**config.mk**
```make
export PLATFORM = sky130hd
export DESIGN_NAME = base58_encoder
export DESIGN_NICKNAME = d
export VERILOG_FILES = /design/src/b58_pkg.sv /design/src/b58_ram.sv /design/src/b58_divmod.sv /design/src/base58_encoder.sv
export SDC_FILE = /design/constraint.sdc
export NUM_CORES = 1
export LEC_CHECK = 0
export ABC_AREA = 0
export BUFFER_PORTS_ARGS = -buffer_cell sky130_fd_sc_hd__buf_2
export CORE_MARGIN = 3
export CORE_UTILIZATION = 45
export DETAILED_ROUTE_END_ITERATION = 10
export PLACE_DENSITY_LB_ADDON = 0.1
export SYNTH_ARGS = -nofsm -noshare
export SYNTH_HDL_FRONTEND = slang
export SYNTH_SLANG_ARGS = --single-unit
```
**constraint.sdc**
```tcl
create_clock -name clk_i -period 10 [get_ports clk_i]
set_clock_uncertainty 0.1 [all_clocks]
set_input_delay 1 -clock clk_i [delete_from_list [all_inputs] [get_ports clk_i]]
set_output_delay 1 -clock clk_i [all_outputs]
set_load 0.01 [all_outputs]
```
**src/b58_pkg.sv**
```systemverilog
// Package for the base58 encoder: transaction payload types, sequencer states,
// and the alphabet lookup. No dependencies.
package b58_pkg;

  localparam int unsigned RESULT_CAP = 44;
  localparam int unsigned KW         = 6;
  localparam int unsigned TOT_W      = 8;
  localparam logic [6:0]  CHAR_ONE   = 7'd49;

  typedef struct packed {
    logic [7:0] data_byte;
    logic       last_byte;
  } in_t;

  typedef struct packed {
    logic [6:0] out_char;
    logic       last_char;
    logic       too_long;
  } out_t;

  typedef enum logic [2:0] {
    ST_IDLE,
    ST_FOLD,
    ST_APPEND,
    ST_TRIM_RD,
    ST_TRIM_CHK,
    ST_EMIT_PRE,
    ST_EMIT
  } state_e;

  function automatic logic [6:0] b58_symbol(input logic [5:0] digit);
    logic [6:0] d;
    logic [6:0] ch;
    d = (digit >= 6'd58) ? 7'(digit - 6'd58) : {1'b0, digit};
    if (d < 7'd9) begin
      ch = 7'd49 + d;
    end else if (d < 7'd17) begin
      ch = 7'd65 + (d - 7'd9);
    end else if (d < 7'd22) begin
      ch = 7'd74 + (d - 7'd17);
    end else if (d < 7'd33) begin
      ch = 7'd80 + (d - 7'd22);
    end else if (d < 7'd44) begin
      ch = 7'd97 + (d - 7'd33);
    end else begin
      ch = 7'd109 + (d - 7'd44);
    end
    return ch;
  endfunction

endpackage

```
**src/b58_ram.sv**
```systemverilog
// Generic single-write, single-read RAM with registered read data.
// No dependencies.
module b58_ram #(
  parameter int unsigned WIDTH = 6,
  parameter int unsigned DEPTH = 44
) (
  input  logic                     clk_i,
  input  logic                     we_i,
  input  logic [$clog2(DEPTH)-1:0] waddr_i,
  input  logic [WIDTH-1:0]         wdata_i,
  input  logic [$clog2(DEPTH)-1:0] raddr_i,
  output logic [WIDTH-1:0]         rdata_o
);

  logic [WIDTH-1:0] mem_q [DEPTH];
  logic [WIDTH-1:0] rdata_q;

  always_ff @(posedge clk_i) begin
    if (we_i) begin
      mem_q[waddr_i] <= wdata_i;
    end
    rdata_q <= mem_q[raddr_i];
  end

  assign rdata_o = rdata_q;

endmodule

```
**src/b58_divmod.sv**
```systemverilog
// Shared divide-by-58 unit: quotient by reciprocal multiply, remainder by
// back-multiply. Exact for inputs below 57*256+256. No dependencies.
module b58_divmod (
  input  logic [13:0] value_i,
  output logic [7:0]  quot_o,
  output logic [5:0]  rem_o
);

  logic [24:0] prod;
  logic [13:0] back;

  assign prod   = 25'(value_i) * 25'd1130;
  assign quot_o = prod[23:16];
  assign back   = 14'(quot_o) * 14'd58;
  assign rem_o  = 6'(value_i - back);

endmodule

```
**src/base58_encoder.sv**
```systemverilog
// Base58 encoder top level: sequencer, digit store and shared divide-by-58 unit.
// After a byte is accepted, busy stays high while it is folded into the stored digits and
// new digits are appended; leading zero and dropped bytes leave it low unless they are final.
// On the final byte, after the append, any trim and the ST_EMIT_PRE read, results appear
// one per cycle, 44 at most, and busy falls with the last one. The receiver cannot stall.
// Asynchronous active-low reset clears all control state; the digit store is not cleared.
module base58_encoder
  import b58_pkg::*;
#(
  parameter int unsigned MAX_BYTES  = 32,
  parameter int unsigned MAX_DIGITS = 44
) (
  input  logic clk_i,
  input  logic rst_ni,
  input  logic start,
  output logic busy,
  input  in_t  in_i,
  output logic strobe_o,
  output out_t out_o
);

  localparam int unsigned AW = $clog2(MAX_DIGITS);
  localparam int unsigned CW = $clog2(MAX_DIGITS + 1);
  localparam int unsigned ZW = $clog2(MAX_BYTES + 1);

  state_e          state_q, state_d;
  logic [CW-1:0]   count_q, count_d;
  logic [ZW-1:0]   zero_run_q, zero_run_d;
  logic [ZW-1:0]   byte_cnt_q, byte_cnt_d;
  logic            seen_q, seen_d;
  logic            ovf_q, ovf_d;
  logic            last_q, last_d;
  logic [7:0]      carry_q, carry_d;
  logic [AW-1:0]   idx_q, idx_d;
  logic [AW-1:0]   didx_q, didx_d;
  logic [KW-1:0]   k_q, k_d;
  logic            strobe_q, strobe_d;
  out_t            out_q, out_d;

  logic            we;
  logic [AW-1:0]   waddr;
  logic [5:0]      wdata;
  logic [AW-1:0]   raddr;
  logic [5:0]      rdata;
  logic [13:0]     dm_value;
  logic [7:0]      dm_quot;
  logic [5:0]      dm_rem;
  logic [TOT_W-1:0] total;
  logic [TOT_W-1:0] n_out;
  logic            is_zero;

  b58_ram #(
    .WIDTH(6),
    .DEPTH(MAX_DIGITS)
  ) u_digits (
    .clk_i  (clk_i),
    .we_i   (we),
    .waddr_i(waddr),
    .wdata_i(wdata),
    .raddr_i(raddr),
    .rdata_o(rdata)
  );

  b58_divmod u_divmod (
    .value_i(dm_value),
    .quot_o (dm_quot),
    .rem_o  (dm_rem)
  );

  assign busy     = (state_q != ST_IDLE);
  assign strobe_o = strobe_q;
  assign out_o    = out_q;

  assign dm_value = (state_q == ST_FOLD) ? ({rdata, 8'h00} + 14'(carry_q)) : 14'(carry_q);
  assign total    = TOT_W'(zero_run_q) + TOT_W'(count_q);
  assign n_out    = (total > TOT_W'(RESULT_CAP)) ? TOT_W'(RESULT_CAP) : total;
  assign is_zero  = TOT_W'(k_q) < TOT_W'(zero_run_q);

  always_ff @(posedge clk_i or negedge rst_ni) begin
    if (!rst_ni) begin
      state_q    <= ST_IDLE;
      count_q    <= '0;
      zero_run_q <= '0;
      byte_cnt_q <= '0;
      seen_q     <= 1'b0;
      ovf_q      <= 1'b0;
      last_q     <= 1'b0;
      carry_q    <= '0;
      idx_q      <= '0;
      didx_q     <= '0;
      k_q        <= '0;
      strobe_q   <= 1'b0;
    end else begin
      state_q    <= state_d;
      count_q    <= count_d;
      zero_run_q <= zero_run_d;
      byte_cnt_q <= byte_cnt_d;
      seen_q     <= seen_d;
      ovf_q      <= ovf_d;
      last_q     <= last_d;
      carry_q    <= carry_d;
      idx_q      <= idx_d;
      didx_q     <= didx_d;
      k_q        <= k_d;
      strobe_q   <= strobe_d;
    end
  end

  always_ff @(posedge clk_i) begin
    out_q <= out_d;
  end

  always_comb begin
    state_d    = state_q;
    count_d    = count_q;
    zero_run_d = zero_run_q;
    byte_cnt_d = byte_cnt_q;
    seen_d     = seen_q;
    ovf_d      = ovf_q;
    last_d     = last_q;
    carry_d    = carry_q;
    idx_d      = idx_q;
    didx_d     = didx_q;
    k_d        = k_q;
    strobe_d   = 1'b0;
    out_d      = out_q;
    we         = 1'b0;
    waddr      = '0;
    wdata      = dm_rem;
    raddr      = '0;

    case (state_q)
      ST_IDLE: begin
        if (start) begin
          last_d = in_i.last_byte;
          if (byte_cnt_q >= ZW'(MAX_BYTES)) begin
            ovf_d   = 1'b1;
            state_d = in_i.last_byte ? ST_EMIT_PRE : ST_IDLE;
          end else begin
            byte_cnt_d = byte_cnt_q + 1'b1;
            if (!seen_q && (in_i.data_byte == 8'h00)) begin
              zero_run_d = zero_run_q + 1'b1;
              state_d    = in_i.last_byte ? ST_EMIT_PRE : ST_IDLE;
            end else begin
              seen_d  = 1'b1;
              carry_d = in_i.data_byte;
              idx_d   = '0;
              state_d = (count_q != '0) ? ST_FOLD : ST_APPEND;
            end
          end
        end
      end

      ST_FOLD: begin
        we      = 1'b1;
        waddr   = idx_q;
        carry_d = dm_quot;
        raddr   = AW'(idx_q + 1'b1);
        idx_d   = AW'(idx_q + 1'b1);
        if (CW'(idx_q) + 1'b1 == count_q) begin
          state_d = ST_APPEND;
        end
      end

      ST_APPEND: begin
        if (carry_q != '0) begin
          if (count_q < CW'(MAX_DIGITS)) begin
            we      = 1'b1;
            waddr   = AW'(count_q);
            carry_d = dm_quot;
            count_d = count_q + 1'b1;
          end else begin
            ovf_d   = 1'b1;
            state_d = ST_TRIM_RD;
          end
        end else begin
          state_d = last_q ? ST_EMIT_PRE : ST_IDLE;
        end
      end

      ST_TRIM_RD: begin
        raddr = AW'(count_q - 1'b1);
        if (count_q == '0) begin
          state_d = last_q ? ST_EMIT_PRE : ST_IDLE;
        end else begin
          state_d = ST_TRIM_CHK;
        end
      end

      ST_TRIM_CHK: begin
        if (rdata == '0) begin
          count_d = count_q - 1'b1;
          state_d = ST_TRIM_RD;
        end else begin
          state_d = last_q ? ST_EMIT_PRE : ST_IDLE;
        end
      end

      ST_EMIT_PRE: begin
        raddr  = AW'(count_q - 1'b1);
        didx_d = AW'(count_q - 1'b1);
        k_d    = '0;
        if (n_out == '0) begin
          count_d    = '0;
          zero_run_d = '0;
          byte_cnt_d = '0;
          seen_d     = 1'b0;
          ovf_d      = 1'b0;
          state_d    = ST_IDLE;
        end else begin
          state_d = ST_EMIT;
        end
      end

      ST_EMIT: begin
        didx_d          = is_zero ? didx_q : AW'(didx_q - 1'b1);
        raddr           = didx_d;
        strobe_d        = 1'b1;
        out_d.out_char  = is_zero ? CHAR_ONE : b58_symbol(rdata);
        out_d.last_char = (TOT_W'(k_q) + 1'b1 == n_out);
        out_d.too_long  = ovf_q;
        k_d             = KW'(k_q + 1'b1);
        if (TOT_W'(k_q) + 1'b1 == n_out) begin
          count_d    = '0;
          zero_run_d = '0;
          byte_cnt_d = '0;
          seen_d     = 1'b0;
          ovf_d      = 1'b0;
          state_d    = ST_IDLE;
        end
      end

      default: begin
        state_d = ST_IDLE;
      end
    endcase
  end

endmodule
```
==> run metrics <==
CTS Buf Count=38; Crit Path Max Fanout=24; Arr. time, crit path=8.74 ns; Post-synth EDFFs=273; Clock Path Buffers=3; crit path time final=8.464 ns; DPL Wire Length=30.17 mm; total core area=40010 sq um; # IOs=23; total gr overflow=0; clk_lat worst skew=0.54 ns; synthesized net count=1778; die width=208.1 um; via density per instance=5.721; Synth async-reset ratio=15.45%; TritonCTS Sinks=330; number of global-route vias before repair=12240; top sig layer=met5; number of unique standard cell types used by synthesis=87; Worst-Margin Slew=1.172 ns; # DRC=0; ANT cells=0; setup_tns=0 ns; critical setup path kind=reg2reg; Cell Rows=73; routed length per instance=20.60 um; fin. max-slew vios=0; Synth area leaders=edfxtp_1 (45%), ha_1 (7.8%), dfrtp_1 (6.9%); antenna violations before repair=1; layout cells sized above 1=7.535%; clock slew at reported path FFs=0.06 ns; endpoints failing hold=0; synthesis-to-finish area growth=9.506%; CTS Hold Bufs=0; Die Area=43300 sq um; # setup viols final=0; Initial Util=45.93%; Post-Syn Area=18380 sq um; fin crit share=84.64%; crit-path most repeated cell=ha_1; register area=9594 sq um; Slew HR=21.58%; status=complete, no violations; CTS root buf=clkbuf_16; Post-CTS Setup Repair Bufs=0; Startpoint Class=flip-flop; maximum capacitance violations=0; routed length on met1=21.55 mm; Required @ worst endpoint=10.27 ns; multi-input logic area=8085 sq um; DR pass1 iterations=6; kind of cell adding the most delay to the critical path=adder cells; Buf+Inv Stages, Crit Path=5; post-place setup slack=1.640 ns; Synth Warn #=0; Detail Route Antenna Nets=0; DR WL met2=20.09 mm; Setup crit end kind=flip-flop; CTS H-tree lvls=2; fin nets=1787; Fill cells=3611; worst hold slack=0.3977 ns; average cell area after synthesis=11.31 sq um; RSZ-0062 raised after global routing=false; largest net degree at the start of global routing=126; Worst path slowest cell=xnor2_2; post_cts resized=0; Die Y=208.1 um; FF-to-FF setup slack=1.54 ns; global-route wire length before repair=70.90 mm; FMAX=118.1 MHz; Top FF cell, synth=edfxtp_1; met3 wire length=2.489 mm; cells after synthesis=1624; post-synthesis register bit count=330; placed cell area=18990 sq um; global-route usage over all layers=20.64%; Max stage delay on crit path=0.89 ns; GPL Wtd Cong=0.8918; 1st-iter DRT viols=973; Seq/Total Area, Yosys=52.21%; Vias=12490; share of the synthesized area in the top cell type=44.61%; final instance area=20120 sq um; TritonCTS clock tree=built; IO Port Bufs=22; routed wire length=44.98 mm; Final WS setup=1.536 ns; Hold Path Class=reg2reg; leading area contributor after synthesis=edfxtp_1
cell usage after synthesis, drive strengths merged, types with 28 or more instances:
library cell / n
edfxtp: 273
nand2: 186
nor2: 118
ha: 114
inv: 106
mux2i: 97
a21oi: 96
o21ai: 73
dfrtp: 51
a22oi: 45
buf: 38
nand3: 34
xnor2: 34
clkbuf: 33
fa: 28
layer usage:
metal | GRT usage, % | vias up
met2 | 31.82 | 312
met4 | 4.883 | 2
met5 | 0 | -
met1 | 30.43 | 6133
met3 | 3.830 | 59
li1 | - | 5988
per-stage QoR:
stage / cells / util [%]
detailed placement: 2118 / 47.47
global route: 2184 / 50.30
floorplan: 1624 / -
CTS: 2184 / 50.30
global placement: 2118 / 47.47
finish: 2184 / 50.30
final cells by class:
cell class,count,area share (%)
clock inverter,16,0.5596
tap,525,3.265
timing repair buffer,40,1.281
inverter,106,1.977
sequential,330,47.68
clock buffer,50,5.055
multi-input combinational,1117,40.18
final timing paths:
| path | startpoint | endpoint | cells past startpoint |
|---|---|---|---|
| max in group asynchronous | rst_ni | k_q[5] | 2 |
| min in group asynchronous | rst_ni | carry_q[6] | 2 |
| hold / removal | byte_cnt_q[4] | byte_cnt_q[4] | 1 |
| setup / recovery | state_q[2] | u_digits.mem_q[10][4] | 25 |
| hold reg to reg | byte_cnt_q[4] | byte_cnt_q[4] | 1 |
| setup reg to reg | state_q[2] | u_digits.mem_q[10][4] | 25 |
cell usage in the layout, fill, tap and decap left out, types with 9 or more instances in the layout:
master     count
edfxtp_1     273
nand2_1      186
nor2_1       118
ha_1         114
inv_1        105
mux2i_1       97
a21oi_1       95
o21ai_0       62
dfrtp_1       51
a22oi_1       45
clkbuf_16     39
nand3_1       34
xnor2_1       30
fa_1          28
buf_2         22
nor3_1        20
xor2_1        17
buf_4         17
a21o_1        16
o22ai_1       15
o211ai_1      15
and2_1        13
nand2b_1      13
a31oi_1       12
o31ai_1       12
a221oi_1      11
clkbuf_1      11
or3_1          9
cells by family (layout without fill, tap and decap cells):
group	count (synthesis)	in the layout	share of synthesized area (%)
AOI/OAI and AO/OA	370	370	13.65
xor gates and xnor gates	51	51	2.472
adders and majority gates	143	143	10.87
buffers and inverters	177	212	3.956
DFF	330	330	52.21
muxes	106	106	5.835
and+or+nand+nor	447	447	11.00
flip-flops by register name (all words and copies together), names as in the netlist, 3 cells and up:
| register | flops |
|---|---|
| carry_q | 8 |
| didx_q | 6 |
| u_digits.rdata_o | 6 |
| count_q | 6 |
| byte_cnt_q | 6 |
| k_q | 6 |
| out_o | 9 |
| state_q | 3 |
| idx_q | 6 |
| zero_run_q | 6 |
| u_digits.mem_q | 264 |
Power is not shown: default switching activity piles up to over one toggle a cycle in this logic, so the estimate is an artifact.
